===== src/design/last_note_priority_key_assigner_assert.svh =====
// ---------------------------------------------------------------------------
// Assertion macros for the last-note priority key assigner
// Concurrent property wrappers, clocked on i_clk and disabled during reset.
// ---------------------------------------------------------------------------
`ifndef LAST_NOTE_PRIORITY_KEY_ASSIGNER_ASSERT_SVH
`define LAST_NOTE_PRIORITY_KEY_ASSIGNER_ASSERT_SVH

`ifndef SYNTHESIS

`define LNPKA_ASSERT_SAME(lbl, ante, cons) \
    lbl: assert property (@(posedge i_clk) disable iff (!i_rst_n) (ante) |-> (cons)) \
        else $error("key assigner check failed");

`define LNPKA_ASSERT_NEXT(lbl, ante, cons) \
    lbl: assert property (@(posedge i_clk) disable iff (!i_rst_n) (ante) |=> (cons)) \
        else $error("key assigner check failed");

`else

`define LNPKA_ASSERT_SAME(lbl, ante, cons)

`define LNPKA_ASSERT_NEXT(lbl, ante, cons)

`endif

`endif


===== src/design/lnpka_pkg.sv =====
// ---------------------------------------------------------------------------
// lnpka_pkg
// Shared types and constants of the last-note priority key assigner.
// ---------------------------------------------------------------------------
`default_nettype none

package lnpka_pkg;

    typedef enum logic [2:0] {
        OP_NOTE_ON  = 3'd0,
        OP_NOTE_OFF = 3'd1,
        OP_ALL_OFF  = 3'd2,
        OP_WHEEL    = 3'd3,
        OP_CTRL     = 3'd4
    } t_op;

    typedef enum logic [1:0] {
        ENV_NONE       = 2'd0,
        ENV_TRIGGER    = 2'd1,
        ENV_RELEASE    = 2'd2,
        ENV_HARD_RESET = 2'd3
    } t_env;

    typedef enum logic [1:0] {
        STK_PUSH  = 2'd0,
        STK_POP   = 2'd1,
        STK_CLEAR = 2'd2
    } t_stk_op;

    typedef enum logic {
        STK_IDLE = 1'b0,
        STK_SCAN = 1'b1
    } t_stk_state;

    typedef struct packed {
        logic       valid;
        t_stk_op    op;
        logic [6:0] note;
    } t_stk_cmd;

    typedef struct packed {
        logic       done;
        t_env       env;
        logic       from_silence;
        logic       busy;
        logic       any_held;
        logic [6:0] target;
    } t_stk_rsp;

    localparam logic                CFG_GLIDE      = 1'b0;
    localparam logic                CFG_BEND_RANGE = 1'b1;
    localparam logic [6:0]          MOD_WHEEL_CC   = 7'd1;
    localparam logic signed [14:0]  WHEEL_CENTRE   = 15'sd8192;
    localparam logic [4:0]          BEND_RANGE_MAX = 5'd24;
    localparam logic [4:0]          BEND_RANGE_RST = 5'd2;

endpackage

`default_nettype wire


===== src/design/lnpka_ram.sv =====
// ---------------------------------------------------------------------------
// lnpka_ram
// Generic simple dual-port RAM: one write port, one read port, registered read.
// ---------------------------------------------------------------------------
`default_nettype none

module lnpka_ram #(
    parameter int WIDTH = 7,
    parameter int DEPTH = 16
) (
    input  wire logic                     i_clk,
    input  wire logic                     i_we,
    input  wire logic [$clog2(DEPTH)-1:0] i_waddr,
    input  wire logic [WIDTH-1:0]         i_wdata,
    input  wire logic                     i_re,
    input  wire logic [$clog2(DEPTH)-1:0] i_raddr,
    output logic      [WIDTH-1:0]         o_rdata
);

    logic [WIDTH-1:0] r_mem [DEPTH];

    always_ff @(posedge i_clk) begin
        if (i_we) begin
            r_mem[i_waddr] <= i_wdata;
        end
        if (i_re) begin
            o_rdata <= r_mem[i_raddr];
        end
    end

endmodule

`default_nettype wire


===== src/design/lnpka_stack.sv =====
// ---------------------------------------------------------------------------
// lnpka_stack
// Held-note stack kept as a ring in a RAM, with a compacting note-off scan.
// ---------------------------------------------------------------------------
`default_nettype none

module lnpka_stack #(
    parameter int DEPTH = 16
) (
    input  wire logic                i_clk,
    input  wire logic                i_rst_n,
    input  wire lnpka_pkg::t_stk_cmd i_cmd,
    output lnpka_pkg::t_stk_rsp      o_rsp
);

    localparam int PW = $clog2(DEPTH);
    localparam int CW = $clog2(DEPTH + 1);
    localparam int SW = CW + 1;

    // Logical stack position to RAM address, oldest entry at r_base.
    function automatic logic [PW-1:0] f_phys(input logic [PW-1:0] base,
                                             input logic [CW-1:0] idx);
        logic [SW-1:0] s;
        s = SW'(base) + SW'(idx);
        if (s >= SW'(DEPTH)) begin
            s = s - SW'(DEPTH);
        end
        return s[PW-1:0];
    endfunction

    lnpka_pkg::t_stk_state r_state, n_state;
    logic [PW-1:0] r_base, n_base;
    logic [CW-1:0] r_count, n_count;
    logic [6:0]    r_target, n_target;
    logic [CW-1:0] r_rd, n_rd;
    logic [CW-1:0] r_wr, n_wr;
    logic          r_rd_vld, n_rd_vld;
    logic [6:0]    r_kept, n_kept;
    logic [6:0]    r_note, n_note;

    logic          ram_we;
    logic [PW-1:0] ram_waddr;
    logic [6:0]    ram_wdata;
    logic          ram_re;
    logic [PW-1:0] ram_raddr;
    logic [6:0]    ram_rdata;

    logic          issue;
    logic          scan_end;
    logic          full;

    assign issue    = (r_state == lnpka_pkg::STK_SCAN) && (r_rd != r_count);
    assign scan_end = (r_rd == r_count) && !r_rd_vld;
    assign full     = (r_count == CW'(DEPTH));

    lnpka_ram #(
        .WIDTH (7),
        .DEPTH (DEPTH)
    ) u_ram (
        .i_clk   (i_clk),
        .i_we    (ram_we),
        .i_waddr (ram_waddr),
        .i_wdata (ram_wdata),
        .i_re    (ram_re),
        .i_raddr (ram_raddr),
        .o_rdata (ram_rdata)
    );

    always_comb begin
        n_state = r_state;
        unique case (r_state)
            lnpka_pkg::STK_IDLE: begin
                if (i_cmd.valid && (i_cmd.op == lnpka_pkg::STK_POP)) begin
                    n_state = lnpka_pkg::STK_SCAN;
                end
            end
            lnpka_pkg::STK_SCAN: begin
                if (scan_end) begin
                    n_state = lnpka_pkg::STK_IDLE;
                end
            end
            default: n_state = lnpka_pkg::STK_IDLE;
        endcase
    end

    always_comb begin
        n_base   = r_base;
        n_count  = r_count;
        n_target = r_target;
        n_rd     = r_rd;
        n_wr     = r_wr;
        n_rd_vld = r_rd_vld;
        n_kept   = r_kept;
        n_note   = r_note;

        ram_we    = 1'b0;
        ram_waddr = f_phys(r_base, r_wr);
        ram_wdata = ram_rdata;
        ram_re    = 1'b0;
        ram_raddr = f_phys(r_base, r_rd);

        o_rsp.done         = 1'b0;
        o_rsp.env          = lnpka_pkg::ENV_NONE;
        o_rsp.from_silence = 1'b0;
        o_rsp.busy         = (r_state == lnpka_pkg::STK_SCAN);
        o_rsp.any_held     = (r_count != '0);
        o_rsp.target       = r_target;

        unique case (r_state)
            lnpka_pkg::STK_IDLE: begin
                if (i_cmd.valid) begin
                    unique case (i_cmd.op)
                        lnpka_pkg::STK_PUSH: begin
                            // A full stack drops its oldest entry: the new note
                            // takes the old base slot and the base moves on.
                            ram_we    = 1'b1;
                            ram_wdata = i_cmd.note;
                            if (full) begin
                                ram_waddr = r_base;
                                n_base    = (r_base == PW'(DEPTH - 1)) ? '0
                                                                        : r_base + 1'b1;
                            end else begin
                                ram_waddr = f_phys(r_base, r_count);
                                n_count   = r_count + 1'b1;
                            end
                            n_target           = i_cmd.note;
                            o_rsp.done         = 1'b1;
                            o_rsp.from_silence = (r_count == '0);
                            o_rsp.env          = (r_count == '0) ? lnpka_pkg::ENV_TRIGGER
                                                                 : lnpka_pkg::ENV_NONE;
                        end
                        lnpka_pkg::STK_POP: begin
                            n_note   = i_cmd.note;
                            n_rd     = '0;
                            n_wr     = '0;
                            n_rd_vld = 1'b0;
                        end
                        lnpka_pkg::STK_CLEAR: begin
                            n_count    = '0;
                            o_rsp.done = 1'b1;
                            o_rsp.env  = lnpka_pkg::ENV_HARD_RESET;
                        end
                        default: ;
                    endcase
                end
            end
            lnpka_pkg::STK_SCAN: begin
                // Reads run at least one entry ahead of the writes, so a write never
                // lands on an entry that still has to be read.
                ram_re   = issue;
                n_rd_vld = issue;
                if (issue) begin
                    n_rd = r_rd + 1'b1;
                end
                if (r_rd_vld && (ram_rdata != r_note)) begin
                    ram_we = 1'b1;
                    n_wr   = r_wr + 1'b1;
                    n_kept = ram_rdata;
                end
                if (scan_end) begin
                    n_count    = r_wr;
                    o_rsp.done = 1'b1;
                    if (r_wr != '0) begin
                        n_target = r_kept;
                    end else begin
                        o_rsp.env = lnpka_pkg::ENV_RELEASE;
                    end
                end
            end
            default: ;
        endcase
    end

    always_ff @(posedge i_clk) begin
        if (!i_rst_n) begin
            r_state  <= lnpka_pkg::STK_IDLE;
            r_base   <= '0;
            r_count  <= '0;
            r_target <= '0;
            r_rd     <= '0;
            r_wr     <= '0;
            r_rd_vld <= 1'b0;
        end else begin
            r_state  <= n_state;
            r_base   <= n_base;
            r_count  <= n_count;
            r_target <= n_target;
            r_rd     <= n_rd;
            r_wr     <= n_wr;
            r_rd_vld <= n_rd_vld;
        end
    end

    always_ff @(posedge i_clk) begin
        r_kept <= n_kept;
        r_note <= n_note;
    end

endmodule

`default_nettype wire


===== src/design/last_note_priority_key_assigner.sv =====
// ---------------------------------------------------------------------------
// last_note_priority_key_assigner
// Monophonic key assigner with last-note priority and pitch wheel scaling.
// ---------------------------------------------------------------------------
// Each accepted item gives exactly one result, shown for one cycle with
// o_valid high; the receiver cannot stall, so it must take every result as it
// appears. For note-on, all-notes-off, pitch wheel, controller and unused op
// codes the result appears in the cycle after acceptance and a new item may be
// started at once. A note-off (or a note-on with zero velocity) scans the
// held-note stack memory one entry per cycle and keeps busy high until the scan
// ends; its result appears as busy falls.
`default_nettype none

`include "last_note_priority_key_assigner_assert.svh"

module last_note_priority_key_assigner #(
    parameter int STACK_DEPTH = 16
) (
    input  wire logic               i_clk,
    input  wire logic               i_rst_n,
    input  wire logic               start,
    output logic                    busy,
    input  wire logic [2:0]         i_op,
    input  wire logic [6:0]         i_note,
    input  wire logic [6:0]         i_velocity,
    input  wire logic [13:0]        i_wheel_value,
    input  wire logic [6:0]         i_controller_number,
    input  wire logic [6:0]         i_controller_value,
    input  wire logic               i_cfg_we,
    input  wire logic               i_cfg_idx,
    input  wire logic [4:0]         i_cfg_data,
    output logic                    o_valid,
    output logic [6:0]              o_target_note,
    output logic                    o_any_held,
    output logic [1:0]              o_env_action,
    output logic                    o_glide_snap,
    output logic [6:0]              o_note_velocity,
    output logic signed [18:0]      o_bend_amount,
    output logic [6:0]              o_mod_wheel
);

    logic                r_glide, n_glide;
    logic [4:0]          r_bend_range, n_bend_range;
    logic [6:0]          r_velocity, n_velocity;
    logic signed [18:0]  r_bend, n_bend;
    logic [6:0]          r_mod, n_mod;
    logic                r_valid, n_valid;
    lnpka_pkg::t_env     r_env, n_env;
    logic                r_snap, n_snap;

    logic                accept;
    lnpka_pkg::t_stk_cmd stk_cmd;
    lnpka_pkg::t_stk_rsp stk_rsp;
    logic [4:0]          range_sat;
    logic signed [14:0]  wheel_off;
    logic signed [20:0]  bend_prod;

    assign accept = start && !busy;
    assign busy   = stk_rsp.busy;

    assign range_sat = (r_bend_range > lnpka_pkg::BEND_RANGE_MAX) ? lnpka_pkg::BEND_RANGE_MAX
                                                                   : r_bend_range;
    assign wheel_off = $signed({1'b0, i_wheel_value}) - lnpka_pkg::WHEEL_CENTRE;
    assign bend_prod = wheel_off * $signed({1'b0, range_sat});

    // Op decode: note events and all-notes-off go to the stack, the rest finish here.
    always_comb begin
        stk_cmd.valid = 1'b0;
        stk_cmd.op    = lnpka_pkg::STK_PUSH;
        stk_cmd.note  = i_note;
        unique case (lnpka_pkg::t_op'(i_op))
            lnpka_pkg::OP_NOTE_ON: begin
                stk_cmd.valid = accept;
                stk_cmd.op    = (i_velocity != '0) ? lnpka_pkg::STK_PUSH
                                                    : lnpka_pkg::STK_POP;
            end
            lnpka_pkg::OP_NOTE_OFF: begin
                stk_cmd.valid = accept;
                stk_cmd.op    = lnpka_pkg::STK_POP;
            end
            lnpka_pkg::OP_ALL_OFF: begin
                stk_cmd.valid = accept;
                stk_cmd.op    = lnpka_pkg::STK_CLEAR;
            end
            default: ;
        endcase
    end

    lnpka_stack #(
        .DEPTH (STACK_DEPTH)
    ) u_stack (
        .i_clk   (i_clk),
        .i_rst_n (i_rst_n),
        .i_cmd   (stk_cmd),
        .o_rsp   (stk_rsp)
    );

    always_comb begin
        n_glide      = r_glide;
        n_bend_range = r_bend_range;
        n_velocity   = r_velocity;
        n_bend       = r_bend;
        n_mod        = r_mod;
        n_valid      = (accept && !stk_cmd.valid) || stk_rsp.done;
        n_env        = stk_rsp.done ? stk_rsp.env : lnpka_pkg::ENV_NONE;
        n_snap       = stk_rsp.done && stk_rsp.from_silence && !r_glide;

        if (i_cfg_we) begin
            unique case (i_cfg_idx)
                lnpka_pkg::CFG_GLIDE:      n_glide      = i_cfg_data[0];
                lnpka_pkg::CFG_BEND_RANGE: n_bend_range = i_cfg_data;
                default: ;
            endcase
        end

        if (accept) begin
            unique case (lnpka_pkg::t_op'(i_op))
                lnpka_pkg::OP_NOTE_ON: begin
                    if (i_velocity != '0) begin
                        n_velocity = i_velocity;
                    end
                end
                lnpka_pkg::OP_WHEEL: begin
                    n_bend = bend_prod[18:0];
                end
                lnpka_pkg::OP_CTRL: begin
                    if (i_controller_number == lnpka_pkg::MOD_WHEEL_CC) begin
                        n_mod = i_controller_value;
                    end
                end
                default: ;
            endcase
        end
    end

    always_ff @(posedge i_clk) begin
        if (!i_rst_n) begin
            r_glide      <= 1'b0;
            r_bend_range <= lnpka_pkg::BEND_RANGE_RST;
            r_velocity   <= '0;
            r_bend       <= '0;
            r_mod        <= '0;
            r_valid      <= 1'b0;
            r_env        <= lnpka_pkg::ENV_NONE;
            r_snap       <= 1'b0;
        end else begin
            r_glide      <= n_glide;
            r_bend_range <= n_bend_range;
            r_velocity   <= n_velocity;
            r_bend       <= n_bend;
            r_mod        <= n_mod;
            r_valid      <= n_valid;
            r_env        <= n_env;
            r_snap       <= n_snap;
        end
    end

    assign o_valid         = r_valid;
    assign o_target_note   = stk_rsp.target;
    assign o_any_held      = stk_rsp.any_held;
    assign o_env_action    = r_env;
    assign o_glide_snap    = r_snap;
    assign o_note_velocity = r_velocity;
    assign o_bend_amount   = r_bend;
    assign o_mod_wheel     = r_mod;

    `LNPKA_ASSERT_SAME(a_no_result_while_busy, o_valid, !busy)
    `LNPKA_ASSERT_NEXT(a_accept_progresses, start && !busy, o_valid || busy)
    `LNPKA_ASSERT_SAME(a_release_means_empty,
        o_valid && (o_env_action == lnpka_pkg::ENV_RELEASE), !o_any_held)
    `LNPKA_ASSERT_SAME(a_trigger_means_held,
        o_valid && (o_env_action == lnpka_pkg::ENV_TRIGGER), o_any_held)

endmodule

`default_nettype wire

===== config.mk =====
export PLATFORM = sky130hd
export DESIGN_NAME = last_note_priority_key_assigner
export DESIGN_NICKNAME = d
export VERILOG_FILES = /design/src/design/lnpka_pkg.sv /design/src/design/lnpka_ram.sv /design/src/design/lnpka_stack.sv /design/src/design/last_note_priority_key_assigner.sv
export VERILOG_INCLUDE_DIRS = /design/src /design/src/design
export SDC_FILE = /design/constraint.sdc
export NUM_CORES = 1
export LEC_CHECK = 0
export BUFFER_PORTS_ARGS = -buffer_cell sky130_fd_sc_hd__buf_2
export CAP_MARGIN = 20
export CORE_MARGIN = 2
export CORE_UTILIZATION = 65
export CTS_CLUSTER_DIAMETER = 100
export DETAILED_ROUTE_END_ITERATION = 10
export HOLD_SLACK_MARGIN = 0.1
export PLACE_DENSITY = 0.86
export SLEW_MARGIN = 0
export SYNTH_ARGS = -nofsm -noshare
export SYNTH_HDL_FRONTEND = slang
export SYNTH_SLANG_ARGS = --single-unit

===== constraint.sdc =====
create_clock -name i_clk -period 12.1 [get_ports i_clk]
set_clock_uncertainty 0.2 [all_clocks]
set_input_delay 2.42 -clock i_clk [delete_from_list [all_inputs] [get_ports i_clk]]
set_output_delay 2.42 -clock i_clk [all_outputs]
set_load 0.01 [all_outputs]

==> results of run 1 <==
-- cell type report --
class / instances / area share [%]
inverters: 85 / 2.55
clock buffers: 23 / 4.60
well taps: 225 / 2.25
flip-flops and latches: 204 / 43.2
repair buffers: 106 / 4.36
multi-input cells: 642 / 41.5
clock inverters: 16 / 1.52
-- logic make-up (layout without fill, tap and decap cells) --
kind of cell | count (synthesis) | after routing | synth area share, %
simple gates | 314 | 314 | 13.9
flops | 204 | 204 | 48.2
mux | 54 | 54 | 7.95
compound gates | 135 | 135 | 7.44
xor+xnor | 45 | 45 | 3.51
fa+ha+maj | 94 | 94 | 13.5
buf+inv | 135 | 230 | 5.48
-- state kept, by name (all words and copies together), names as in the netlist, 5 cells and up --
register	cells
u_stack.r_wr	5
o_bend_amount	19
u_stack.r_count	5
u_stack.u_ram.o_rdata	7
r_bend_range	5
u_stack.r_note	7
u_stack.r_target	7
o_note_velocity	7
o_mod_wheel	7
u_stack.r_rd	5
u_stack.u_ram.r_mem	112
u_stack.r_kept	7
-- cells in the mapped netlist, types with 4 or more instances --
cell and n:
or3_1 4, buf_4 8, inv_1 85, nor4_1 4, clkbuf_1 29, a31oi_1 8
o21ai_0 14, a211oi_1 14, edfxtp_1 133, and3_1 41, nor3_1 7, nand4_1 5
ha_1 49, a21o_1 13, buf_6 4, nand3_1 23, xor2_1 20, nor2b_1 9
xnor2_1 25, nor2_1 78, mux2i_1 25, fa_1 45, and2_1 31, dfxtp_1 71
nand2_1 87, buf_2 4, mux4_2 28, nand2b_1 8, a21oi_1 67
-- placed cells by master, fill, tap and decap left out, types with 28 or more instances in the layout --
cell type / n
edfxtp_1: 133
buf_2: 100
nand2_1: 87
inv_1: 84
nor2_1: 78
dfxtp_1: 71
a21oi_1: 67
ha_1: 49
fa_1: 45
and3_1: 41
and2_1: 31
mux4_2: 28
-- critical path, cell delays in order --
cell,delay (ns)
buf_2,0.12
and3_1,0.18
fa_1,0.55
inv_1,0.06
fa_1,0.46
fa_1,0.55
inv_1,0.05
ha_1,0.35
nor2b_1,0.17
o31ai_1,0.35
a21oi_1,0.15
a221o_1,0.35
a221oi_1,0.31
xor2_1,0.17
a21oi_1,0.07
-- worst min-delay path by stage --
stage                   endpoint  slack [ns]
finish              o_glide_snap        0.22
global route        o_glide_snap        0.23
CTS                 o_glide_snap        0.22
detailed placement  o_glide_snap        0.21
global placement    o_glide_snap        0.21
floorplan           o_glide_snap        0.20
-- power by group through the flow --
stage	combinational (mW)	clock, mW	sequential, mW
after floorplan	0.133	0	0.766
after global placement	0.171	0	0.770
after detailed placement	0.178	0	0.770
after CTS	0.180	0.700	0.756
after global routing	0.202	0.729	0.757
final	0.180	0.693	0.756
-- metrics by stage --
step	power (mW)	instance area, um^2	std cells	worst slack [ns]	utilization, %
6_report	1.63	12500	1301	5.94	73.2
5_1_grt	1.69	12500	1301	5.71	73.2
4_1_cts	1.64	12500	1300	5.95	73.1
3_3_place_gp	0.941	11800	1261	5.55	68.6
2_1_floorplan	0.899	11200	981	5.86	-
3_5_place_dp	0.948	11800	1261	5.45	68.6
-- per-layer routing --
| layer | up-vias | track usage (%) |
|---|---|---|
| met5 | - | 0 |
| met4 | 0 | 8.80 |
| met3 | 47 | 4.00 |
| met2 | 336 | 47.3 |
| met1 | 3839 | 37.6 |
| li1 | 3590 | - |
==> flow_summary.yaml, run 1 <==
clock_tree:
  clockBufferDepth: 3
  postCtsSetupBuffers: 0
  hold_buffers: 0
  postCtsResizedCells: 0
  cts_tree: "built"
  clkLatencyLatePin_ns: 0.52
  cts_max_level: 1
  cts_root_buf: "clkbuf_16"
  clkTransAtPathRegs_ns: 0.06
  numCtsBuffers: 22
  cts_sinks: 204
route:
  met3_length_um: 1820
  post_drt_via_cell_ratio: 6.00
  ant_nets: 0
  dr.max_layer_used: "met4"
  wirelength_um: 25000
  wirelength_met1_um: 10200
  dr.pass1.iters: 5
  drtIter0Drc: 612
  wl_per_cell_um: 19.2
  num_vias: 7812
  drc: 0
  dr_wl_met2_um: 12200
worst_setup_path:
  startpoint: "i_wheel_value[3]"
  critPathMaxFanout: 5
  r2r_start: "r_bend_range[4]"
  rr_worst_depth: 15
  crit_required_ns: 12.26
  rrSetupSlack_ns: 6.34
  critical_path_class: "in -> reg"
  endpoint_kind: "flop"
  r2r-end: "o_bend_amount[17]"
  cp-endpoint: "o_bend_amount[17]"
  worst_setup_path_start_kind: "input pin"
  arrival_ns: 6.32
floorplanning:
  num_rows: 48
  die_y_um: 135
  die_width_um: 135
  ios: 101
  core_um2: 17100
  initial_utilization_pct: 65.6
  dieArea_um2: 18300
yosys:
  ys_seq_area_share_pct: 48.2
  yosysWarningCount: 0
  synthFlopType: "edfxtp_1"
  synth_cell_type_count: 61
  synth_top_area_share_pct: 35.6
  ys_top_cells_by_area: "edfxtp_1 (36%), dfxtp_1 (13%), fa_1 (8.0%)"
  async_flop_share_pct: 0
  synth_nets: 1130
  yosysTopAreaCell: "edfxtp_1"
  ys_ff_latch: 204
  synth-edff-count: 133
  avgSynthCellArea_um2: 11.4
  syn_area_um2: 11200
  netlist_instances: 981
global_route:
  antenna_found_initial: 0
  grt_pass1_vias: 7554
  grt_max_degree: 58
  grt_overflow_total: 0
  grt_pass1_wl_um: 39600
  grt_usage_pct: 27.9
power_and_ir_drop:
  internal_power_mw: 1.23
  leakagePower_nw: 5.28
  ir_drop_v: 0.000125
  p_switching_mw: 0.395
  p_clk_share_pct: 42.6
  p_seq_share_pct: 46.4
  p_sw_share_pct: 24.3
  power_density_nw_per_um2: 130
  comb_power_share_pct: 11.1
final_layout:
  drive_above_1_share_pct: 16.8
  area_delta_synth_final_pct: 11.5
  final_nets: 1210
  antenna_cells: 0
  multiInputGateArea_um2: 5200
  regArea_um2: 5420
  fillCellCount: 1082
sta:
  max_freq_mhz: 162
  slew_headroom_pct: 30.7
  worstMarginPinSlew_ns: 1.04
  finalSetupViolCount: 0
  hold_viol: 0
  tns_ns: 0
  drv_slew: 0
  hold_ws_ns: 0.220
  fin_crit_sh_pct: 50.9
  period_needed_ns: 6.16
  rsz0062_at_grt: "no"
hold_path:
  hp-start: "r_glide"
  min_delay_path_depth: 1
  hp-class: "reg -> reg"
placed_design:
  gp_congestion: 0.884
  hpwl_um: 17100
  portBuffers: 100
run_status:
  outcome: "finished, final reports clean"
job:
  max_cap_violations: 0
(Power assumes the default switching activity.)
==> run 2, diff against run 1 <==
- CORE_UTILIZATION: 65 -> 54
- PLACE_DENSITY: 0.86 -> 0.76
- clock period: 12.1 -> 5.6 ns (I/O delays scaled with it)
==> run 2 against run 1 <==
Worst hold slack gained 0.0044 ns; count of clock-buffer cells in the layout grew 4; cell count grew 3.9%; global-route usage shrank 5.9 points; critical path depth shrank 1; flip-flop and latch count is the same; worst setup slack lost 5.4 ns; highest routed layer unchanged; non-clock buffer count grew 5; first-iteration DRC count shrank 23%.
==> flow_summary.yaml, run 2 (synthesis results as in run 1) <==
run_status:
  outcome: "finished, final reports clean"
clock_tree:
  clkLatencyLatePin_ns: 0.52
  cts_tree: "built"
  cts_root_buf: "clkbuf_16"
  clockBufferDepth: 3
  cts_sinks: 204
  postCtsResizedCells: 0
  hold_buffers: 0
  numCtsBuffers: 22
  cts_max_level: 1
  clkTransAtPathRegs_ns: 0.06
  postCtsSetupBuffers: 0
sta:
  slew_headroom_pct: 28.0
  period_needed_ns: 5.03
  rsz0062_at_grt: "no"
  worstMarginPinSlew_ns: 1.08
  tns_ns: 0
  fin_crit_sh_pct: 89.8
  finalSetupViolCount: 0
  max_freq_mhz: 199
  hold_viol: 0
  drv_slew: 0
worst_setup_path:
  crit_family: "adder cells"
  cp_slowest_cell: "fa_1"
  worst_setup_path_start_kind: "flop"
  path_cells: "nand2_1 > and3_1 > fa_1 > fa_1 > inv_1 > fa_1 > inv_1 > ha_1 > nand3_1 > o21ai_0 > a21boi_1 > or3_1 > a2111oi_0 > a311o_1"
  critical_path_class: "reg -> reg"
  slowest_delay_ns: 0.55
  crit_required_ns: 5.85
  worst_path_most_repeated_cell: "fa_1"
  critPathBufInv: 2
  endpoint_kind: "flop"
  critPathMaxFanout: 27
  arrival_ns: 5.28
final_layout:
  antenna_cells: 0
  final-instance-count-excl-fill: 1352
  fillCellCount: 1641
  final_cell_mix: "edfxtp_1 (133), buf_2 (100), nand2_1 (87)"
  drive_above_1_share_pct: 16.9
  largest_reg_flops: 112
  regArea_um2: 5420
  area_delta_synth_final_pct: 11.6
  final_common_cell: "edfxtp_1"
  multiInputGateArea_um2: 5200
  final_nets: 1215
  final_util_pct: 61.7
  top_register: "u_stack.u_ram.r_mem"
power_and_ir_drop:
  ir_drop_v: 0.000277
  p_clk_share_pct: 39.6
  p_switching_mw: 0.838
  p_seq_share_pct: 48.6
  comb_power_share_pct: 11.7
  p_sw_share_pct: 25.0
  internal_power_mw: 2.51
  finalPower_mw: 3.35
  leakagePower_nw: 5.25
  power_density_nw_per_um2: 267
global_route:
  grt_max_degree: 58
  grt_pass1_vias: 7490
  grt_overflow_total: 0
  grt_pass1_wl_um: 38600
  antenna_found_initial: 0
  grt_usage_pct: 22.0
floorplanning:
  dieArea_um2: 22000
  initial_utilization_pct: 55.3
  die_width_um: 148
  ios: 101
  num_rows: 52
  die_y_um: 148
  core_um2: 20300
placed_design:
  gp_congestion: 0.868
  portBuffers: 100
  placed_cells_incl_taps: 1310
  hpwl_um: 16800
route:
  num_vias: 7506
  wl_per_cell_um: 17.5
  drtIter0Drc: 473
  wirelength_um: 23700
  ant_nets: 0
  post_drt_via_cell_ratio: 5.55
  dr.pass1.iters: 7
  drc: 0
job:
  max_cap_violations: 0
hold_path:
  hp-class: "reg -> reg"
==> run 2: cell types whose count changed in the layout (fill, tap and decap cells not counted), sizes merged <==
| cell | change |
|---|---|
| clkinv | +1 |
| clkinvlp | +1 |
| clkbuf | +4 |
| inv | -2 |
| bufinv | -3 |
| buf | +5 |
==> run 2: power groups by stage <==
stage	Sequential [mW]	Clock [mW]	Combinational [mW]
3_3_place_gp	1.66	0	0.381
5_1_grt	1.63	1.42	0.447
2_1_floorplan	1.66	0	0.287
6_report	1.63	1.33	0.394
3_5_place_dp	1.66	0	0.388
4_1_cts	1.63	1.35	0.393
==> run 2: final cells by class <==
| class | count | share of cell area (%) |
|---|---|---|
| Timing Repair Buffer | 111 | 4.81 |
| Clock buffer | 27 | 4.62 |
| Clock inverter | 13 | 0.659 |
| Inverter | 85 | 2.55 |
| Tap cell | 270 | 2.70 |
| Multi-Input combinational cell | 642 | 41.5 |
| Sequential cell | 204 | 43.2 |
==> run 2: metal layers <==
| layer | track usage [%] | part of all wire, % | wire length (um) |
|---|---|---|---|
| met1 | 30.5 | 45 | 10600 |
| met2 | 36.5 | 47 | 11200 |
| met3 | 3.19 | 5.6 | 1330 |
| met4 | 6.33 | 2.5 | 594 |
| met5 | 0 | 0 | 0 |
==> run 2: stage by stage <==
step / area, um^2 / setup WS [ns] / hold slack (ns)
3_5_place_dp: 11800 / 0.273 / 0.221
2_1_floorplan: 11200 / 0.660 / 0.197
3_3_place_gp: 11800 / 0.377 / 0.218
6_report: 12500 / 0.572 / 0.225
4_1_cts: 12500 / 0.598 / 0.227
5_1_grt: 12500 / 0.0897 / 0.253
==> run 2: final timing paths <==
| check | startpoint | endpoint | slack (ns) | cells past startpoint |
|---|---|---|---|---|
| min reg2reg | r_glide | o_glide_snap | 0.22 | 1 |
| max | r_bend_range[4] | o_bend_amount[16] | 0.57 | 14 |
| min | r_glide | o_glide_snap | 0.22 | 1 |
| max reg2reg | r_bend_range[4] | o_bend_amount[16] | 0.57 | 14 |
==> run 3, diff against run 2 <==
- ABC_AREA: default -> 1
- CORE_UTILIZATION: 54 -> 56
- CTS_BUF_LIST: default -> sky130_fd_sc_hd__clkbuf_4
- PLACE_DENSITY: 0.76 -> 0.78
==> run 3 against run 2 <==
Largest cell class unchanged; critical path depth increased by 3; sequential share of layout area shrank 2.8 points; critical endpoint is now o_bend_amount[17]; highest routed layer unchanged; total power is 9.6% higher; worst setup slack better by 0.32 ns.
==> flow_summary.yaml, run 3 <==
clock_tree:
  numCtsBuffers: 56
  cts_root_buf: "clkbuf_4"
  clockBufferDepth: 3
  cts_max_level: 2
  clkLatencyLatePin_ns: 0.70
  postCtsSetupBuffers: 0
  cts_sinks: 204
  postCtsResizedCells: 0
  hold_buffers: 0
  cts_tree: "built"
  clkTransAtPathRegs_ns: 0.07
hold_path:
  min_delay_path_depth: 1
  hp-class: "reg -> reg"
floorplanning:
  num_rows: 53
  core_um2: 21000
  dieArea_um2: 22700
  die_width_um: 151
  initial_utilization_pct: 57.2
  die_y_um: 151
  ios: 101
yosys:
  syn_area_um2: 12000
  yosys.cell_count.top_type: "nand2_1"
  yosysWarningCount: 0
  ys_top_cells_by_area: "edfxtp_1 (33%), dfxtp_1 (12%), nand2_1 (8.2%)"
  netlist_instances: 1442
  async_flop_share_pct: 0
  synth-edff-count: 133
  synth_cell_type_count: 41
  ys_top_cells_by_count: "nand2_1 (263), nor2_1 (252), inv_1 (227), o21ai_0 (138), edfxtp_1 (133)"
  ys_ff_latch: 204
  yosysTopAreaCell: "edfxtp_1"
  synth_nets: 1591
  synth_top_area_share_pct: 33.2
  ys_seq_area_share_pct: 45.0
  synthFlopType: "edfxtp_1"
  avgSynthCellArea_um2: 8.34
sta:
  tns_ns: 0
  hold_viol: 0
  fin_crit_sh_pct: 84.0
  rsz0062_at_grt: "no"
  slew_headroom_pct: 27.6
  period_needed_ns: 4.71
  finalSetupViolCount: 0
  drv_slew: 0
  max_freq_mhz: 212
  layout_setup_ws_ns: 0.894
  worstMarginPinSlew_ns: 1.08
global_route:
  use_met1_pct: 32.1
  antenna_found_initial: 1
  grt_max_degree: 58
  globalRouteMet3Util_pct: 4.64
  grt_usage_pct: 24.8
  grt_overflow_total: 0
  grt_pass1_vias: 9502
  grt_pass1_wl_um: 44900
  met2_usage_pct: 42.1
  top_usage_layer: "met2"
placed_design:
  portBuffers: 100
  gp_congestion: 0.920
  dp_slack_ns: 0.866
  hpwl_um: 19100
worst_setup_path:
  critPathMaxFanout: 16
  rr_worst_depth: 17
  path_cells: "nand2_1 > nand2_1 > nor2_1 > inv_1 > fa_1 > fa_1 > fa_1 > inv_1 > ha_1 > inv_1 > nor3_1 > and2_1 > nand2_1 > nand3_1 > nand2_1 > nor2_1 > nor2_1"
  slowest_delay_ns: 0.66
  cp_slowest_cell: "dfxtp_1"
  arrival_ns: 5.07
  worst_path_most_repeated_cell: "nand2_1"
  critical_path_class: "reg -> reg"
  endpoint_kind: "flop"
  worst_setup_path_start_kind: "flop"
  crit_required_ns: 5.96
  rrSetupSlack_ns: 0.89
route:
  wl_per_cell_um: 14.4
  wirelength_um: 27100
  num_vias: 9786
  post_drt_via_cell_ratio: 5.21
  drc: 0
  ant_nets: 0
  dr.pass1.iters: 7
  drtIter0Drc: 620
final_layout:
  largest_reg_flops: 112
  drive_above_1_share_pct: 14.9
  top_register: "u_stack.u_ram.r_mem"
  area_delta_synth_final_pct: 11.4
  final_common_cell: "nand2_1"
  final_cell_mix: "nand2_1 (263), nor2_1 (251), inv_1 (227)"
  final_nets: 1704
power_and_ir_drop:
  leakagePower_nw: 6.45
  power_density_nw_per_um2: 274
  ir_drop_v: 0.000121
job:
  max_cap_violations: 0
run_status:
  outcome: "finished, final reports clean"
## run 3: cell types whose count changed in the layout (fill, tap and decap cells not counted), sizes merged, moves of 28 or more
cell,delta
nand2,+176
nor2,+175
inv,+153
o21ai,+139
clkbuf,+65
nand3,+43
and3,-40
and2,-30
mux4,-28
## run 3: routing by layer
layer / vias up / wire, um
met5: - / 0
met4: 0 / 656
met3: 53 / 1820
met2: 320 / 12900
met1: 4577 / 11700
li1: 4836 / -
## run 3: worst paths after layout
| kind | start | to |
|---|---|---|
| setup / recovery | r_bend_range[3] | o_bend_amount[17] |
| hold / removal | r_glide | o_glide_snap |
| setup reg to reg | r_bend_range[3] | o_bend_amount[17] |
| hold reg to reg | r_glide | o_glide_snap |
## run 3: worst max-delay path, delay by kind of cell (launching register included)
kind / cells / cell delay, ns
buffers and inverters: 3 / 0.29
and+or+nand+nor: 10 / 1.46
DFF: 1 / 0.66
adders and majority gates: 4 / 1.99
## run 3: logic make-up (layout without fill, tap and decap cells)
family,count (synthesis),in the layout,share of synthesized area (%)
compound gates,209,209,8.81
xor+xnor,32,32,2.39
fa+ha+maj,94,94,12.6
buf+inv,295,455,10.4
flops,204,204,45.0
other cells,0,1,0
simple gates,608,608,20.7
## run 3: cell type report
class	instances	area, um^2
Sequential cell	204	5420
Multi-Input combinational cell	943	5360
Timing Repair Buffer	112	611
Clock inverter	13	85.1
Tap cell	275	344
Inverter	238	893
Fill cell	1777	7620
Antenna cell	1	2.50
Clock buffer	92	691
## run 3: metrics by stage
stage                     power [mW]  instances  hold WS (ns)  util (%)  area (um^2)
final                           3.67       1878         0.246      63.7        13400
after global routing            3.88       1878         0.256      63.7        13400
after floorplan                 2.12       1442         0.208         -        12000
after CTS                       3.69       1876         0.246      63.6        13400
after detailed placement        2.27       1771         0.241      59.9        12600
after global placement          2.25       1771         0.242      59.9        12600
## run 3: power breakdown
group | total [mW] | switching (mW) | leakage [nW] | internal (mW)
clock | 1.43 | 0.643 | 0.469 | 0.789
combinational | 0.602 | 0.387 | 4.21 | 0.215
sequential | 1.64 | 0.0238 | 1.77 | 1.61
total | 3.67 | 1.05 | 6.45 | 2.62
